<file path="src/ready_queue_scheduler_assert.svh">
// Assertion macros for the ready queue scheduler.
`ifndef READY_QUEUE_SCHEDULER_ASSERT_SVH
`define READY_QUEUE_SCHEDULER_ASSERT_SVH

// Check cons in the same cycle as ante.
`define RQS_ASSERT_SAME(label, clk, rst_n, ante, cons) \
    label: assert property (@(posedge clk) disable iff (!rst_n) (ante) |-> (cons)) \
        else $error("ready queue scheduler check failed");

// Check cons in the cycle after ante.
`define RQS_ASSERT_NEXT(label, clk, rst_n, ante, cons) \
    label: assert property (@(posedge clk) disable iff (!rst_n) (ante) |=> (cons)) \
        else $error("ready queue scheduler check failed");

`endif

</file>
<file path="src/rqs_rr_mod.sv">
// Restoring remainder unit for the round robin index, one bit per cycle.
`timescale 1ns / 1ps
module rqs_rr_mod #(
    parameter int NUM_W = 7,
    parameter int DEN_W = 7
) (
    input  logic             i_clk,
    input  logic             i_rst_n,
    input  logic             i_start,
    input  logic [NUM_W-1:0] i_num,
    input  logic [DEN_W-1:0] i_den,
    output logic             o_done,
    output logic [DEN_W-1:0] o_rem
);

    localparam int CNT_W = $clog2(NUM_W + 1);

    logic [NUM_W-1:0] r_num;
    logic [DEN_W-1:0] r_den;
    logic [DEN_W-1:0] r_rem;
    logic [CNT_W-1:0] r_cnt;
    logic             r_busy;
    logic             r_done;
    logic [DEN_W:0]   w_trial;

    assign w_trial = {r_rem, r_num[NUM_W-1]};

    always_ff @(posedge i_clk) begin
        if (!i_rst_n) begin
            r_busy <= 1'b0;
            r_done <= 1'b0;
            r_cnt  <= '0;
        end else begin
            r_done <= r_busy && (r_cnt == CNT_W'(1));
            if (i_start) begin
                r_busy <= 1'b1;
                r_cnt  <= CNT_W'(NUM_W);
                r_num  <= i_num;
                r_den  <= i_den;
                r_rem  <= '0;
            end else if (r_busy) begin
                // shift in the next dividend bit, subtract when it fits
                if (w_trial >= {1'b0, r_den}) begin
                    r_rem <= DEN_W'(w_trial - {1'b0, r_den});
                end else begin
                    r_rem <= w_trial[DEN_W-1:0];
                end
                r_num <= r_num << 1;
                r_cnt <= r_cnt - CNT_W'(1);
                if (r_cnt == CNT_W'(1)) begin
                    r_busy <= 1'b0;
                end
            end
        end
    end

    assign o_done = r_done;
    assign o_rem  = r_rem;

endmodule

</file>
<file path="config.mk">
export PLATFORM = sky130hd
export DESIGN_NAME = rqs_rr_mod
export DESIGN_NICKNAME = d
export VERILOG_FILES = /design/src/ready_queue_scheduler_assert.svh /design/src/rqs_rr_mod.sv
export SDC_FILE = /design/constraint.sdc
export NUM_CORES = 1
export LEC_CHECK = 0
export BUFFER_PORTS_ARGS = -buffer_cell sky130_fd_sc_hd__buf_2
export CAP_MARGIN = 20
export CORE_UTILIZATION = 27
export CTS_CLUSTER_SIZE = 16
export DETAILED_ROUTE_END_ITERATION = 16
export GPL_TIMING_DRIVEN = 0
export MAX_ROUTING_LAYER = met4
export PLACE_DENSITY_LB_ADDON = 0.05
export SLEW_MARGIN = 5
export SYNTH_ARGS = -nofsm -noshare
export SYNTH_HDL_FRONTEND = slang
export SYNTH_SLANG_ARGS = --single-unit
</file>
<file path="constraint.sdc">
create_clock -name i_clk -period 6.1 [get_ports i_clk]
set_clock_uncertainty 0.05 [all_clocks]
set_input_delay 1.22 -clock i_clk [delete_from_list [all_inputs] [get_ports i_clk]]
set_output_delay 1.22 -clock i_clk [all_outputs]
set_load 0.1 [all_outputs]
</file>
==> key figures, run 1 <==
Drt
  • Routed wire length: 2770 um
  • Post-DRT Antenna Nets: 0
  • DRC violations left: 0
  • Avg Vias per Cell: 4.47
  • DR vias: 992
  • Iteration-0 DRC Markers: 27
  • Pre-antenna DRT Iters: 4
  • Routed len/inst: 12.5 um

Power and ir drop
  • PD cells: 268 nW/um2
  • Leak Pwr: 0.680 nW
  • Total power: 0.455 mW
  • Worst vdd ir: 0.106 mV

Worst setup path
  • Worst reg2reg startpoint: r_num[6]
  • Worst-path cell chain: buf_2
  • Crit-path max cell delay: 0.47 ns
  • Crit Path Class: reg -> out
  • Crit-path leading delay family: buffers and inverters
  • Critical Path Source: o_rem[0]
  • CP Max Fanout: 4
  • Slowest-stage cell, CP: buf_2
  • Stages on worst setup path: 1
  • Worst setup SP type: flop
  • Worst Path Required: 4.83 ns
  • Critical path endpoint category: output pin
  • Critical path arrival: 1.18 ns
  • WP buf/inv: 1
  • Reg2Reg Depth: 9

Worst hold path
  • WHS Path Cells: 1
  • Worst hold start: r_num[4]
  • Hold Crit Class: reg -> reg

Run status
  • Status: finished clean

Floorplanning
  • DIE AREA: 5660 um2
  • Initial Utilization: 28.2%
  • Core area: 5140 um2
  • Die X: 75.3 um
  • Chip Height: 75.3 um
  • Num ports: 25
  • Row cnt: 26

CTS
  • CTS resizes: 0
  • Root Driver: clkbuf_8
  • Clk_lat worst skew: 0.26 ns
  • CTS Buf Count: 3
  • TritonCTS clock tree: yes
  • H-tree levels: 1
  • Clock net sink count: 26
  • Clk slew on worst S/H paths: 0.08 ns
  • # Post-CTS Setup Buffers: 0
  • Hold Buf Count CTS: 0
  • Clock buffer depth: 2

Synth
  • Cell count after synthesis: 125
  • Synth Register Bits: 26
  • YS warnings: 0
  • Sequential area share after synthesis: 50.4%
  • EDFF count, synth: 21
  • Post-Syn Nets: 152
  • Post-synth cell types: 39
  • Asr flop ratio synth: 0%
  • Post-Syn Area per Cell: 11.6 um2
  • Netlist Area Pre-Place: 1450 um2
  • Synth Flop Type: edfxtp_1

Cells and area
  • Area Overhead vs Synth: 17.1%
  • N_diodes: 0
  • Final Net Count: 180
  • Design area: 1700 um2
  • Layout cells sized above 1: 26.3%
  • # fillers: 565

Timing
  • Slew Viols, Final: 0
  • Fmax: 408 MHz
  • RSZ-0062 raised after global routing: no
  • Fin crit period: 2.45 ns
  • Slew headroom: 58.2%
  • Sum Neg Setup Slack: 0 ns
  • Final cycle utilization of the critical path: 40.2%
  • Slew @ Worst Pin: 0.627 ns
  • Final setup vio count: 0
  • Final Hold Viols: 0

GRT
  • Grt ovf: 0
  • Initial antenna violation count: 0
  • Number of global-route vias before repair: 1095
  • Global-route wire length before repair: 4930 um
  • Largest net degree at the start of global routing: 16
  • Total track usage: 12.0%

Place
  • Port buffer count: 23
  • HPWL Detailed: 2170 um
  • Placed Area: 1650 um2
  • GP Congestion: 0.721

Run
  • Max-cap violations: 0
[cell type report]
type	instances	area (um2)	share of cell area, %
Multi-Input combinational cell	82	647	38.1
Clock inverter	1	3.75	0.221
Clock buffer	3	41.3	2.43
Buffer	4	22.5	1.33
Timing Repair Buffer	23	115	6.78
Sequential cell	26	731	43.1
Inverter	13	48.8	2.88
Tap cell	70	87.6	5.16
[registers in the layout, summed over array words and instances, names as in the netlist]
register  flops
o_done        1
r_cnt         3
r_busy        1
r_num         7
o_rem         7
r_den         7
[Yosys cell counts, drive strengths merged, types with 2 or more instances]
cell,number,area share (%)
dfxtp,5,6.9
inv,13,3.4
nand3,5,1.7
o21a,6,3.1
nor3,2,0.69
edfxtp,21,44
a31oi,2,1.3
nor2,5,1.3
nor2b,2,0.86
a21oi,9,3.9
a211oi,2,1.7
mux2,6,4.7
o22ai,2,0.86
clkbuf,3,0.78
ha,9,7.8
mux2i,3,2.1
xnor2,3,1.8
nand2,5,1.5
o21ai,6,2.1
[logic make-up (layout without fill, tap and decap cells)]
kind of cell	count (synthesis)	count (layout)	synth area share [%]
AO/OA/AOI/OAI	32	32	16.4
adder cells (fa/ha/maj)	10	10	9.15
buffers and inverters	17	44	4.92
multiplexers	9	9	6.74
flip-flops	26	26	50.4
AND/OR/NAND/NOR	27	27	9.93
XOR/XNOR	4	4	2.42
[routing by layer]
metal,share of wire [%],vias to the layer above,global-route usage [%],routed length (um)
li1,-,510,-,-
met1,47,464,14.9,1300
met2,50,14,20.2,1390
met3,1.7,4,1.61,47
met4,1.0,0,3.70,29
met5,0,-,-,0
[report_power, final]
| part | switching, mW | internal [mW] |
|---|---|---|
| registers | 0.00823 | 0.209 |
| logic | 0.0925 | 0.0512 |
| clock network | 0.0489 | 0.0450 |
[path summary, 6_finish.rpt]
path,slack [ns],end
min,0.51,r_num[5]
max reg2reg,3.69,o_rem[5]
max,3.65,o_rem[0]
min reg2reg,0.51,r_num[5]
[cells in the final DEF, fill, tap and decap left out, drive strengths merged]
cell,count
a31o,1
xor2,1
and2,1
nor2b,2
clkbuf,6
nor2,5
mux2i,3
o22ai,2
a21boi,1
fa,1
nand2,5
a21o,1
or2,1
o21a,6
dfxtp,5
nor3,2
o31a,1
nand4,1
or3,1
clkinv,1
buf,24
nand3,5
mux2,6
o21ai,6
and3,1
o311ai,1
nand3b,1
nor3b,1
edfxtp,21
ha,9
inv,13
a31oi,2
xnor2,3
a211oi,2
or4b,1
a21oi,9
[metrics by stage]
stage	hold slack (ns)	setup WS (ns)	utilization, %	cells
after floorplan	0.472	3.54	-	125
after global placement	0.481	3.41	32.1	218
final	0.509	3.65	33.0	222
after detailed placement	0.491	3.40	32.1	218
after CTS	0.513	3.62	33.0	222
after global routing	0.539	3.52	33.0	222
No activity file was read; power rests on OpenSTA's default activity.
==> run 2: changes to the inputs <==
==> constraint.sdc (replaced) <==
create_clock -name i_clk -period 2.3 [get_ports i_clk]
set_clock_uncertainty 0.05 [all_clocks]
set_input_delay 0.46 -clock i_clk [delete_from_list [all_inputs] [get_ports i_clk]]
set_output_delay 0.46 -clock i_clk [all_outputs]
set_load 0.1 [all_outputs]
==> key figures, run 2 (synthesis gave the netlist of run 1 again) <==
Run status
  • Status: finished clean (unchanged)

Floorplanning
  • DIE AREA: 5660 um2 (unchanged)
  • Chip Height: 75.3 um (unchanged)
  • Row cnt: 26 (unchanged)
  • Num ports: 25 (unchanged)
  • Core area: 5140 um2 (unchanged)
  • Initial Utilization: 28.2% (unchanged)
  • Die X: 75.3 um (unchanged)

Cells and area
  • Final Net Count: 182 (was 180)
  • Final Non-Filler Cells: 224 (was 222)
  • Final Util: 34.7% (was 33.0%)
  • Layout cells sized above 1: 35.1% (was 26.3%)
  • Area Overhead vs Synth: 23.2% (was 17.1%)
  • N_diodes: 0 (unchanged)
  • Commonest non-fill, non-tap cells in the layout: buf_2 (23), edfxtp_1 (21), inv_1 (12) (was buf_2 (23), edfxtp_1 (21), inv_1 (13))
  • Design area: 1790 um2 (was 1700 um2)
  • Leading cell type in the layout, fill and taps excluded: buf_2 (unchanged)

Worst setup path
  • R2R Setup Slk: 0.02 ns (was 3.69 ns)
  • Critical path endpoint category: flop (was output pin)
  • Critical path arrival: 2.36 ns (was 1.18 ns)
  • Crit Path Class: reg -> reg (was reg -> out)
  • Worst Path Required: 2.37 ns (was 4.83 ns)
  • CP Max Fanout: 3 (was 4)
  • Worst setup SP type: flop (unchanged)

Place
  • HPWL Detailed: 2210 um (was 2170 um)
  • Placed Area: 1690 um2 (was 1650 um2)
  • Placed Cells: 218 (unchanged)
  • Port buffer count: 23 (unchanged)
  • Post-placement setup slack: -0.0800 ns (was 3.40 ns)
  • GP Congestion: 0.680 (was 0.721)

CTS
  • Clock buffer depth: 2 (unchanged)
  • Clock net sink count: 26 (unchanged)
  • H-tree levels: 1 (unchanged)
  • CTS Buf Count: 3 (unchanged)
  • TritonCTS clock tree: yes (unchanged)
  • Clk_lat worst skew: 0.27 ns (was 0.26 ns)
  • Clk slew on worst S/H paths: 0.09 ns (was 0.08 ns)
  • Root Driver: clkbuf_8 (unchanged)

Drt
  • DRC violations left: 0 (unchanged)
  • Post-DRT Antenna Nets: 0 (unchanged)
  • Routed len/inst: 13.1 um (was 12.5 um)
  • DR vias: 1011 (was 992)
  • Routed wire length: 2930 um (was 2770 um)
  • Pre-antenna DRT Iters: 4 (unchanged)
  • Iteration-0 DRC Markers: 37 (was 27)
  • Avg Vias per Cell: 4.51 (was 4.47)

Timing
  • Final setup vio count: 0 (unchanged)
  • Final cycle utilization of the critical path: 99.2%
  • Slew headroom: 56.5% (was 58.2%)
  • Fin crit period: 2.28 ns
  • RSZ-0062 raised after global routing: yes (was no)
  • Fmax: 438 MHz
  • Final Hold Viols: 0 (unchanged)
  • Slew Viols, Final: 0 (unchanged)
  • Final setup margin: 0.0176 ns (was 3.65 ns)
  • Slew @ Worst Pin: 0.653 ns (was 0.627 ns)

Power and ir drop
  • Total power: 1.30 mW (was 0.455 mW)
  • Worst vdd ir: 0.312 mV (was 0.106 mV)
  • PD cells: 727 nW/um2 (was 268 nW/um2)
  • Leak Pwr: 0.705 nW (was 0.680 nW)

GRT
  • Global-route wire length before repair: 4740 um (was 4930 um)
  • Initial antenna violation count: 0 (unchanged)
  • Largest net degree at the start of global routing: 16 (unchanged)
  • Number of global-route vias before repair: 1030 (was 1095)
  • Grt ovf: 0 (unchanged)
  • Total track usage: 11.8% (was 12.0%)

Run
  • Max-cap violations: 0 (unchanged)

Worst hold path
  • Hold Crit Class: in -> reg (was reg -> reg)
-- run 2: critical path, cell delays in order, from the launching register on --
cell and delay (ns):
edfxtp_1 0.40, inv_1 0.08, ha_2 0.18, inv_2 0.04
fa_2 0.37, a21o_1 0.22, a21oi_4 0.19, buf_6 0.13
mux2i_2 0.22, o22ai_2 0.10, a21oi_2 0.16
-- run 2: power by group --
group | total (mW) | switching [mW] | leakage, nW | internal [mW]
sequential | 0.576 | 0.0220 | 0.243 | 0.554
clock | 0.296 | 0.143 | 0.0288 | 0.153
combinational | 0.425 | 0.265 | 0.433 | 0.160
-- run 2: final timing paths --
| path | from | to | cells past startpoint |
|---|---|---|---|
| worst max register to register | r_num[6] | o_rem[6] | 10 |
| worst min register to register | r_num[4] | r_num[5] | 1 |
| worst max-delay path | r_num[6] | o_rem[6] | 10 |
| worst min-delay path | i_den[0] | r_den[0] | 1 |
-- run 2: final cells by class --
| type | instances | area [um2] |
|---|---|---|
| tap | 70 | 87.6 |
| inverter | 13 | 48.8 |
| multi-input combinational | 82 | 707 |
| timing repair buffer | 25 | 134 |
| fill | 560 | 3350 |
| buffer | 4 | 22.5 |
| clock buffer | 4 | 55.1 |
| sequential | 26 | 731 |
-- run 2: stage by stage --
step                      hold WS (ns)  TNS, ns
after floorplan                  0.472   -0.957
after global placement           0.478   -0.299
after detailed placement         0.490   -0.296
after CTS                        0.298  -0.0115
after global routing             0.293   -0.556
final                            0.309        0
-- run 2: timing repair --
| action | in CTS | in global routing |
|---|---|---|
| buffers inserted | 2 | 0 |
| pin swaps | 1 | 7 |
| cloned | 0 | 0 |
| setup endpoints to repair | 7 | 7 |
| hold buffers | 0 | 0 |
| resized for setup | 3 | 6 |
-- run 2: per-layer routing --
metal | share of wire (%) | up-vias | GRT usage (%)
li1 | - | 513 | -
met1 | 45 | 480 | 14.5
met2 | 51 | 14 | 20.0
met3 | 2.5 | 4 | 1.34
met4 | 1.1 | 0 | 4.32
met5 | 0 | - | -
