### src/ready_queue_scheduler_assert.svh
// Assertion macros for the ready queue scheduler.
`ifndef READY_QUEUE_SCHEDULER_ASSERT_SVH
`define READY_QUEUE_SCHEDULER_ASSERT_SVH

// Check cons in the same cycle as ante.
`define RQS_ASSERT_SAME(label, clk, rst_n, ante, cons) \
    label: assert property (@(posedge clk) disable iff (!rst_n) (ante) |-> (cons)) \
        else $error("ready queue scheduler check failed");

// Check cons in the cycle after ante.
`define RQS_ASSERT_NEXT(label, clk, rst_n, ante, cons) \
    label: assert property (@(posedge clk) disable iff (!rst_n) (ante) |=> (cons)) \
        else $error("ready queue scheduler check failed");

`endif

### src/rqs_pkg.sv
// Shared types and constants of the ready queue scheduler.
`timescale 1ns / 1ps
package rqs_pkg;

    localparam int QUEUE_DEPTH_DEF = 64;

    localparam int ID_W      = 8;
    localparam int PRIO_W    = 8;
    localparam int REQ_W     = 2;
    localparam int STAT_W    = 3;
    localparam int MODE_W    = 2;
    localparam int CNT_OUT_W = 7;
    localparam int BIT_W     = $clog2(PRIO_W);

    localparam logic [REQ_W-1:0] REQ_ADD    = 2'd0;
    localparam logic [REQ_W-1:0] REQ_REMOVE = 2'd1;
    localparam logic [REQ_W-1:0] REQ_SELECT = 2'd2;

    localparam logic [MODE_W-1:0] MODE_FIFO  = 2'd0;
    localparam logic [MODE_W-1:0] MODE_RR    = 2'd1;
    localparam logic [MODE_W-1:0] MODE_PRIO  = 2'd2;
    localparam logic [MODE_W-1:0] MODE_RESET = MODE_PRIO;

    localparam logic [STAT_W-1:0] ST_OK        = 3'd0;
    localparam logic [STAT_W-1:0] ST_DUPLICATE = 3'd1;
    localparam logic [STAT_W-1:0] ST_NOT_LIVE  = 3'd2;
    localparam logic [STAT_W-1:0] ST_FULL      = 3'd3;
    localparam logic [STAT_W-1:0] ST_NOT_FOUND = 3'd4;
    localparam logic [STAT_W-1:0] ST_EMPTY     = 3'd5;

    // Operations broadcast to every cell of the chain.
    localparam logic [2:0] CELL_HOLD  = 3'd0;
    localparam logic [2:0] CELL_MATCH = 3'd1;
    localparam logic [2:0] CELL_LOAD  = 3'd2;
    localparam logic [2:0] CELL_SHIFT = 3'd3;
    localparam logic [2:0] CELL_INIT  = 3'd4;
    localparam logic [2:0] CELL_STEP  = 3'd5;

    typedef struct packed {
        logic [2:0]        op;
        logic [ID_W-1:0]   id;
        logic [PRIO_W-1:0] prio;
        logic [BIT_W-1:0]  bit_sel;
        logic              any_zero;
    } t_cell_cmd;

    typedef struct packed {
        logic [REQ_W-1:0]  req_type;
        logic [ID_W-1:0]   task_id;
        logic [PRIO_W-1:0] task_prio;
        logic              task_live;
    } t_req;

    typedef struct packed {
        logic [STAT_W-1:0]    status;
        logic [ID_W-1:0]      chosen_id;
        logic                 chosen_valid;
        logic [CNT_OUT_W-1:0] queue_count;
    } t_rsp;

    typedef logic [MODE_W-1:0] t_mode;

endpackage

### src/rqs_cell.sv
// One queue slot of the cell chain: task id, priority and a search flag.
`timescale 1ns / 1ps
module rqs_cell (
    input  logic                       i_clk,
    input  rqs_pkg::t_cell_cmd         i_cmd,
    input  logic                       i_used,
    input  logic                       i_tail,
    input  logic                       i_shift_en,
    input  logic [rqs_pkg::ID_W-1:0]   i_next_id,
    input  logic [rqs_pkg::PRIO_W-1:0] i_next_prio,
    output logic [rqs_pkg::ID_W-1:0]   o_id,
    output logic [rqs_pkg::PRIO_W-1:0] o_prio,
    output logic                       o_flag,
    output logic                       o_zero
);

    logic [rqs_pkg::ID_W-1:0]   r_id;
    logic [rqs_pkg::PRIO_W-1:0] r_prio;
    logic                       r_flag;

    always_ff @(posedge i_clk) begin
        case (i_cmd.op)
            rqs_pkg::CELL_MATCH: begin
                r_flag <= i_used && (r_id == i_cmd.id);
            end
            rqs_pkg::CELL_LOAD: begin
                if (i_tail) begin
                    r_id   <= i_cmd.id;
                    r_prio <= i_cmd.prio;
                end
            end
            rqs_pkg::CELL_SHIFT: begin
                // take the upper neighbor's entry to close the gap
                if (i_shift_en) begin
                    r_id   <= i_next_id;
                    r_prio <= i_next_prio;
                end
            end
            rqs_pkg::CELL_INIT: begin
                r_flag <= i_used;
            end
            rqs_pkg::CELL_STEP: begin
                // drop out when some candidate has a zero where this one has a one
                r_flag <= r_flag && !(i_cmd.any_zero && r_prio[i_cmd.bit_sel]);
            end
            default: begin
            end
        endcase
    end

    assign o_id   = r_id;
    assign o_prio = r_prio;
    assign o_flag = r_flag;
    assign o_zero = r_flag && !r_prio[i_cmd.bit_sel];

endmodule

### config.mk
export PLATFORM = sky130hd
export DESIGN_NAME = rqs_cell
export DESIGN_NICKNAME = d
export VERILOG_FILES = /design/src/ready_queue_scheduler_assert.svh /design/src/rqs_pkg.sv /design/src/rqs_cell.sv
export SDC_FILE = /design/constraint.sdc
export NUM_CORES = 1
export LEC_CHECK = 0
export ABC_AREA = 1
export BUFFER_PORTS_ARGS = -buffer_cell sky130_fd_sc_hd__buf_2
export CORE_ASPECT_RATIO = 0.75
export CORE_MARGIN = 8
export CORE_UTILIZATION = 43
export CTS_BUF_LIST = sky130_fd_sc_hd__clkbuf_4
export CTS_CLUSTER_SIZE = 24
export DETAILED_ROUTE_END_ITERATION = 8
export PLACE_DENSITY = 0.8
export SLEW_MARGIN = 25
export SYNTH_ARGS = -nofsm -noshare
export SYNTH_HDL_FRONTEND = slang
export SYNTH_SLANG_ARGS = --single-unit
### constraint.sdc
create_clock -name i_clk -period 1.8 [get_ports i_clk]
set_input_delay 0 -clock i_clk [delete_from_list [all_inputs] [get_ports i_clk]]
set_output_delay 0 -clock i_clk [all_outputs]
set_load 0.02 [all_outputs]
==> results.toml, run 1 <==
[global_route]
gr-total-overflow = 0
grt_pass1_vias = 1040
track_usage_pct = 13.7
grt_pass1_wl_um = 4470
grt_max_degree = 20
antenna_found_initial = 0

[sta]
maxSlewViolCount = 0
worst_pin_slew_ns = 0.263
timing.final.crit_share_pct = 77.4
hold_viol_final = 0
fin_setup_tns_ns = 0
rsz0062_at_grt = "no"
final.setup.worst_slack_ns = 0.407
finalClockSkew_ns = 0.00768
slew_headroom_pct = 82.5
finalSetupViolCount = 0
max_freq_ghz = 0.718
post-route-min-period_ns = 1.39

[setup_path]
cp_cell_sequence = "dlygate4sd3_1, buf_2, mux2_4, dlygate4sd3_1"
cpMostUsedCell = "dlygate4sd3_1"
r2r_slack_ns = 0.60
end_kind = "flop"
crit_fanout = 1
r2r-end = "o_flag"
path_delay_family = "buffers and inverters"
cp.arrival_ns = 1.45
critPathKind = "in -> reg"
crit_path_top_delay_cell = "dlygate4sd3_1"
worst-endpoint-required_ns = 1.85
worst-path-buf-inv = 3
r2r_start = "o_id[0]"
max_stage_delay_ns = 0.55
startpoint_type = "input pin"
reg2regPathDepth = 6

[synthesis]
yosysSeqAreaShare_pct = 51.0
synth_area_leaders = "edfxtp_1 51%, mux2_2 10%, nand2_1 7.5%, mux2_4 6.0%, inv_1 4.5%"
async_reset_ff_share_pct = 0
ys_warn_count = 0
netlist-cell-type-count = 19
yosysTopAreaCell = "edfxtp_1"
syn-instance-count = 97
yosys-top-cells-count = "20 x nand2_1, 17 x edfxtp_1, 12 x inv_1, 9 x mux2_2, 8 x nor2_1"
syn_nets = 140
ys_seq_elements = 17
synth_edf_count = 17
yosys.cell_count.top_type = "nand2_1"
post_synth.cell_area_avg_um2 = 10.3
synthFlopType = "edfxtp_1"
synth_area_mm2 = 0.00100
synth_top_cell_area_share_pct = 51.0

[place]
dp.cells = 182
place.gp.congestion = 0.729
hpwlAfterDp_um = 2390
place_area_mm2 = 0.00133
post-place-ws_ns = 0.631
io_buffers = 60

[routing]
wl_per_cell_um = 15.2
drt_wl_total_um = 2980
drt_iter0_drc = 17
vias = 955
drc_errors = 0
first_pass_iters = 4
viasPerCell = 4.87
drt.antenna.violating_nets = 0

[floorplan]
die-area_mm2 = 0.00414
die_x_um = 71.7
placementRows = 15
die_h_um = 57.8
ios = 61
core-area_mm2 = 0.00225
start_util_pct = 44.4

[cts]
cts_tree = "built"
clk_pin_slew_ns = 0.11
clockRootBuffer = "clkbuf_4"
cts_buffers = 3
postCtsSetupBuffers = 0
h-tree-depth = 1
clk_latency_ns = 0.29
clock-sinks = 17
clockBufferDepth = 2

[finish]
final_net_count = 215
multi_input_area_um2 = 430
stdcell_area_mm2 = 0.00146
syn_to_final_growth_pct = 45.5
ff_latch_area_um2 = 510
fin_cells = 196
antenna-diode-count = 0
utilization_pct = 64.7
drive_above_1_share_pct = 48.0
fill_cells = 201

[hold_path]
hold_path_class = "in -> reg"
hold_path_depth = 2
hp-start = "i_next_prio[7]"
whs_endpoint = "o_prio[7]"

[outcome]
status = "completed"

[power]
ir_worst_vdd_v = 0.000334
p_per_area_mw_per_mm2 = 627
p_leak_nw = 0.716

[flow_run]
maxCapViolCount = 0
## cell type report
type,instances,area share [%]
Sequential cell,17,35.1
Multi-Input combinational cell,66,29.6
Timing Repair Buffer,71,28.0
Inverter,13,3.35
Tap cell,25,2.15
Clock buffer,3,1.55
Clock inverter,1,0.344
## per-layer routing
| layer | share of wire [%] | vias to the layer above | GRT usage, % | wire, um |
|---|---|---|---|---|
| li1 | - | 480 | - | - |
| met2 | 53 | 38 | 23.6 | 1570 |
| met1 | 37 | 433 | 14.3 | 1100 |
| met3 | 9.8 | 4 | 6.71 | 291 |
| met4 | 0.60 | 0 | 4.35 | 18 |
| met5 | 0 | - | 0 | 0 |
## worst max path at each step
stage | start | to | slack, ns | cells after the start
final | i_next_prio[5] | o_prio[5] | 0.41 | 4
after global routing | o_prio[7] | o_zero | 0.37 | 6
after CTS | i_cmd[7] | o_prio[3] | 0.43 | 4
after detailed placement | o_id[0] | o_flag | 0.63 | 6
after global placement | o_id[0] | o_flag | 0.69 | 6
after floorplan | i_cmd[21] | o_id[0] | 0.49 | 4
## state kept, by name, summed over array words and instances (netlist names)
register and cells:
o_flag 1, o_id 8, o_prio 8
## repair_timing
| action | in CTS | in global routing |
|---|---|---|
| hold buffers | 5 | 5 |
| gates resized for setup | 0 | 0 |
| hold endpoints to repair | 3 | 4 |
## worst reg2reg max path, cell delays in order (launching register included)
cell      delay [ns]
edfxtp_1        0.37
inv_1           0.06
or2_2           0.27
nand4_1         0.09
nor2_1          0.05
nand2_1         0.05
nand3_1         0.07
## where the power goes
part           internal (mW)  leakage, nW  switching [mW]  total, mW
Combinational          0.113        0.540           0.115      0.227
Clock                 0.0826       0.0177           0.123      0.206
Sequential             0.465        0.158          0.0140      0.479
## layout by cell type, fill, tap and decap left out, drive strengths merged
master and count:
buf 61, nand2 21, edfxtp 17, inv 13
mux2 13, dlygate4sd3 10, nor2 9, nand3 7
a21oi 4, xnor2 4, nand4 3, clkbuf 3
nand3b 1, nor4 1, or2 1, a21boi 1
o21ai 1, clkinv 1
## metrics by stage
stage | total power [mW] | hold slack (ns)
2_1_floorplan | 0.603 | 0.191
3_3_place_gp | 0.689 | 0.300
3_5_place_dp | 0.698 | 0.306
4_1_cts | 0.911 | 0.00123
5_1_grt | 0.958 | -0.00376
6_report | 0.913 | 0.00810
## logic make-up (layout without fill, tap and decap cells)
| group | count (synthesis) | in the layout | synth area share (%) |
|---|---|---|---|
| mux | 13 | 13 | 16.1 |
| flops | 17 | 17 | 51.0 |
| simple gates | 43 | 43 | 20.1 |
| buf+inv | 14 | 88 | 6.00 |
| compound gates | 6 | 6 | 3.25 |
| xor+xnor | 4 | 4 | 3.50 |
(Power assumes the default switching activity.)
==> run 2: changes to the inputs <==
- CORE_UTILIZATION: 43 -> 40
- PLACE_DENSITY: 0.8 -> 0.78
- clock period: 1.8 -> 1.1 ns (I/O delays scaled with it)
==> results.toml, run 2 (same netlist as run 1, synthesis figures left out) <==
[sta]
post-route-min-period_ns = 1.25
hold_viol_final = 0
timing.final.crit_share_pct = 114
fin_setup_tns_ns = -0.160
maxSlewViolCount = 0
finalClockSkew_ns = 0.000623
slew_headroom_pct = 83.7
max_freq_ghz = 0.799
rsz0062_at_grt = "yes"
worst_pin_slew_ns = 0.242
finalSetupViolCount = 2
final.setup.worst_slack_ns = -0.151

[routing]
vias = 938
drt_wl_total_um = 2740
first_pass_iters = 4
drt.antenna.violating_nets = 0
viasPerCell = 4.62
wl_per_cell_um = 13.5
drc_errors = 0
drt_iter0_drc = 28

[global_route]
grt_pass1_wl_um = 4150
track_usage_pct = 12.2
antenna_found_initial = 0
grt_pass1_vias = 988
grt_max_degree = 15
gr-total-overflow = 0

[setup_path]
worst-endpoint-required_ns = 1.10
crit_path_top_delay_cell = "edfxtp_1"
worst-path-buf-inv = 1
cp_cell_sequence = "nand2_1, nand3_1, nand3b_1, nand2_2, nor2_2, buf_6"
end_kind = "primary output"
path_delay_family = "simple AND/OR/NAND/NOR gates"
crit_fanout = 2
critPathKind = "reg -> out"
startpoint_type = "flop"
max_stage_delay_ns = 0.40
cp.arrival_ns = 1.25

[cts]
clk_latency_ns = 0.29
clk_pin_slew_ns = 0.09
clockRootBuffer = "clkbuf_4"
cts_buffers = 3
clock-sinks = 17
h-tree-depth = 1
clockBufferDepth = 2
cts_tree = "built"

[finish]
most-common-layout-cells = "59 x buf_2, 19 x nand2_1, 17 x edfxtp_1"
final_net_count = 213
fill_cells = 220
final_common_cell = "buf_2"
antenna-diode-count = 0
fin_cells = 203
drive_above_1_share_pct = 53.3
syn_to_final_growth_pct = 47.0

[floorplan]
ios = 61
core-area_mm2 = 0.00233
die-area_mm2 = 0.00438
die_h_um = 59.3
placementRows = 15
die_x_um = 73.8
start_util_pct = 43.0

[place]
hpwlAfterDp_um = 2270
dp.cells = 193
place.gp.congestion = 0.778
io_buffers = 60

[flow_run]
maxCapViolCount = 0

[power]
p_leak_nw = 0.714
p_per_area_mw_per_mm2 = 1030
ir_worst_vdd_v = 0.000739

[outcome]
status = "finished, violations left"
violations = "setup timing"

[hold_path]
hold_path_class = "in -> reg"
## run 2: changes by cell type in the layout (fill, tap and decap cells not counted), moves of 2 or more
cell,delta
buf_4,+2
dlygate4sd3_1,-4
nand3_1,-2
nand3_2,+2
nor2_1,-2
nor2_2,+2
## run 2: repair_timing
action | 4_1_cts | 5_1_grt
hold buffers | 3 | 3
endpoints found under the setup margin | 2 | 2
buffers inserted | 0 | 0
gates resized for setup | 1 | 6
hold endpoints to repair | 2 | 3
pin swaps | 0 | 3
## run 2: path summary, 6_finish.rpt
kind | startpoint | endpoint | slack, ns | depth (start not counted)
max | o_prio[3] | o_zero | -0.15 | 6
min | i_cmd[7] | o_prio[3] | 0.006 | 2
max reg2reg | o_prio[3] | o_flag | -0.01 | 7
min reg2reg | o_id[3] | o_flag | 0.80 | 5
## run 2: where the power goes
group          switching, mW  total, mW  internal (mW)
Sequential            0.0213      0.783          0.762
Combinational          0.188      0.372          0.184
Clock                  0.189      0.355          0.166
## run 2: worst reg2reg max path: stages (launching register included)
cell and delay [ns]:
edfxtp_1 0.36, nand2_1 0.06, nand3_1 0.08, nand3b_1 0.09, nand2_2 0.09, nand2_1 0.05, nand2_1 0.06, nand3_1 0.07
## run 2: stage by stage
step / worst slack (ns) / utilization [%] / instance area [um2] / power [mW] / hold WS [ns]
3_3_place_gp: 0.0458 / 58.4 / 1360 / 1.13 / 0.302
3_5_place_dp: 0.00515 / 58.4 / 1360 / 1.14 / 0.304
2_1_floorplan: -0.0934 / - / 1010 / 0.989 / 0.191
6_report: -0.151 / 63.2 / 1470 / 1.51 / 0.00560
4_1_cts: -0.173 / 61.1 / 1420 / 1.51 / 0.000622
5_1_grt: -0.236 / 63.2 / 1470 / 1.58 / 0.000416
## run 2: cell type report
cell class	count	area, um2	share of cell area [%]
sequential	17	510	34.7
multi-input combinational	66	450	30.6
timing repair buffer	69	389	26.4
inverter	13	48.8	3.32
tap	34	42.5	2.89
clock buffer	4	30.0	2.04
## run 2: metal layers
metal	wire [um]	vias to the layer above	track usage (%)
li1	-	475	-
met1	1010	419	10.9
met2	1430	40	22.9
met3	269	4	6.76
met4	23	0	3.40
met5	0	-	0
==> run 3: changes to the inputs <==
- CORE_UTILIZATION: 40 -> 38
- CTS_BUF_LIST: sky130_fd_sc_hd__clkbuf_4 -> sky130_fd_sc_hd__clkbuf_16
- PLACE_DENSITY: 0.78 -> 0.75
==> results.toml, run 3 (same netlist as run 1, synthesis figures left out) <==
[routing]
vias = 907
drt_iter0_drc = 24
drt.antenna.violating_nets = 0
drt_wl_total_um = 2620
first_pass_iters = 4
wl_per_cell_um = 13.2
viasPerCell = 4.56
drc_errors = 0

[power]
power_frac_clock_pct = 38.8
seq_power_share_pct = 42.5
ir_worst_vdd_v = 0.000662
p_leak_nw = 0.708
p_int_mw = 1.41
comb_power_share_pct = 18.7
p_sw_uw = 430
totalPowerFinal_mw = 1.85
p_per_area_mw_per_mm2 = 1280
switching_share_pct = 23.3

[place]
io_buffers = 60
hpwlAfterDp_um = 2260
place.gp.congestion = 0.820
dp.cells = 195
post-place-ws_ns = 0.00349
place_area_mm2 = 0.00136

[setup_path]
r2r_slack_ns = -0.01
worst-path-buf-inv = 1
crit_fanout = 2
end_kind = "primary output"
cp.arrival_ns = 1.21
path_delay_family = "simple AND/OR/NAND/NOR gates"
reg2regPathDepth = 6
cp_cell_sequence = "nand2_1, nand3_1, nand3b_1, nand2_1, nor2_1, buf_4"
crit_path_top_delay_cell = "edfxtp_1"
max_stage_delay_ns = 0.40
worst-endpoint-required_ns = 1.10
r2r-end = "o_flag"
r2r_start = "o_id[0]"
startpoint_type = "flop"
critPathKind = "reg -> out"
cpMostUsedCell = "nand2_1"

[floorplan]
ios = 61
core-area_mm2 = 0.00256
die-area_mm2 = 0.00455
placementRows = 16
die_x_um = 75.3
die_h_um = 60.4
start_util_pct = 39.1

[sta]
fin_setup_tns_ns = -0.115
finalSetupViolCount = 2
hold_viol_final = 0
post-route-min-period_ns = 1.21
rsz0062_at_grt = "yes"
final.setup.worst_slack_ns = -0.108
max_freq_ghz = 0.828
timing.final.crit_share_pct = 110
maxSlewViolCount = 0
worst_pin_slew_ns = 0.254
slew_headroom_pct = 82.9
finalClockSkew_ns = 0.000614

[hold_path]
hold_path_class = "in -> reg"
hp-start = "i_cmd[8]"
whs_endpoint = "o_prio[4]"
hold_path_depth = 2

[global_route]
grt_pass1_vias = 991
gr-total-overflow = 0
track_usage_pct = 11.7
antenna_found_initial = 0
grt_pass1_wl_um = 4120
grt_max_degree = 15

[finish]
fin_cells = 199
stdcell_area_mm2 = 0.00145
antenna-diode-count = 0
syn_to_final_growth_pct = 44.4
final_net_count = 207
final_common_cell = "buf_2"
drive_above_1_share_pct = 52.1
most-common-layout-cells = "59 x buf_2, 20 x nand2_1, 17 x edfxtp_1"

[cts]
clockRootBuffer = "clkbuf_16"
cts_tree = "built"
clock-sinks = 17
clk_pin_slew_ns = 0.05
h-tree-depth = 1
cts.hold.buffers_added = 0
cts_buffers = 3
clockBufferDepth = 2
clk_latency_ns = 0.24

[outcome]
violations = "setup timing"
status = "finished, violations left"

[flow_run]
maxCapViolCount = 0
## run 3: layout make-up
cell class / instances / area (um2)
sequential: 17 / 510
clock buffer: 3 / 75.1
timing repair buffer: 63 / 325
tap: 36 / 45.0
fill: 255 / 1120
inverter: 13 / 48.8
multi-input combinational: 66 / 435
clock inverter: 1 / 5.00
## run 3: metrics by stage
stage | utilization (%) | hold slack, ns
6_report | 56.4 | 0.0570
5_1_grt | 56.4 | 0.0525
4_1_cts | 56.4 | 0.0526
3_5_place_dp | 53.2 | 0.306
3_3_place_gp | 53.2 | 0.302
2_1_floorplan | - | 0.191
## run 3: how the worst max path moves through the flow
stage          slack [ns]  depth (start not counted)      to  startpoint
2_1_floorplan       -0.09                          6  o_flag     o_id[0]
3_3_place_gp         0.04                          6  o_flag     o_id[0]
3_5_place_dp        0.003                          6  o_flag     o_id[0]
4_1_cts             -0.11                          6  o_zero   o_prio[1]
5_1_grt             -0.21                          6  o_zero   o_prio[1]
6_report            -0.11                          6  o_zero   o_prio[1]
## run 3: routing by layer
| layer | track usage, % | vias up | share of wire [%] |
|---|---|---|---|
| met2 | 20.6 | 41 | 45 |
| met5 | 0 | - | 0 |
| met3 | 6.27 | 2 | 13 |
| met4 | 1.63 | 0 | 0.99 |
| li1 | - | 464 | - |
| met1 | 12.3 | 400 | 40 |
## run 3: power by group through the flow
stage | logic (mW) | registers, mW | clock network [mW]
after floorplan | 0.143 | 0.845 | 0
after global placement | 0.337 | 0.795 | 0
after detailed placement | 0.347 | 0.798 | 0
after CTS | 0.350 | 0.785 | 0.739
after global routing | 0.379 | 0.790 | 0.758
final | 0.345 | 0.785 | 0.715
## run 3: timing repair
item	4_1_cts	5_1_grt
setup buffers	0	0
endpoints found under the setup margin	2	2
resized for setup	1	0
pin swaps	3	2
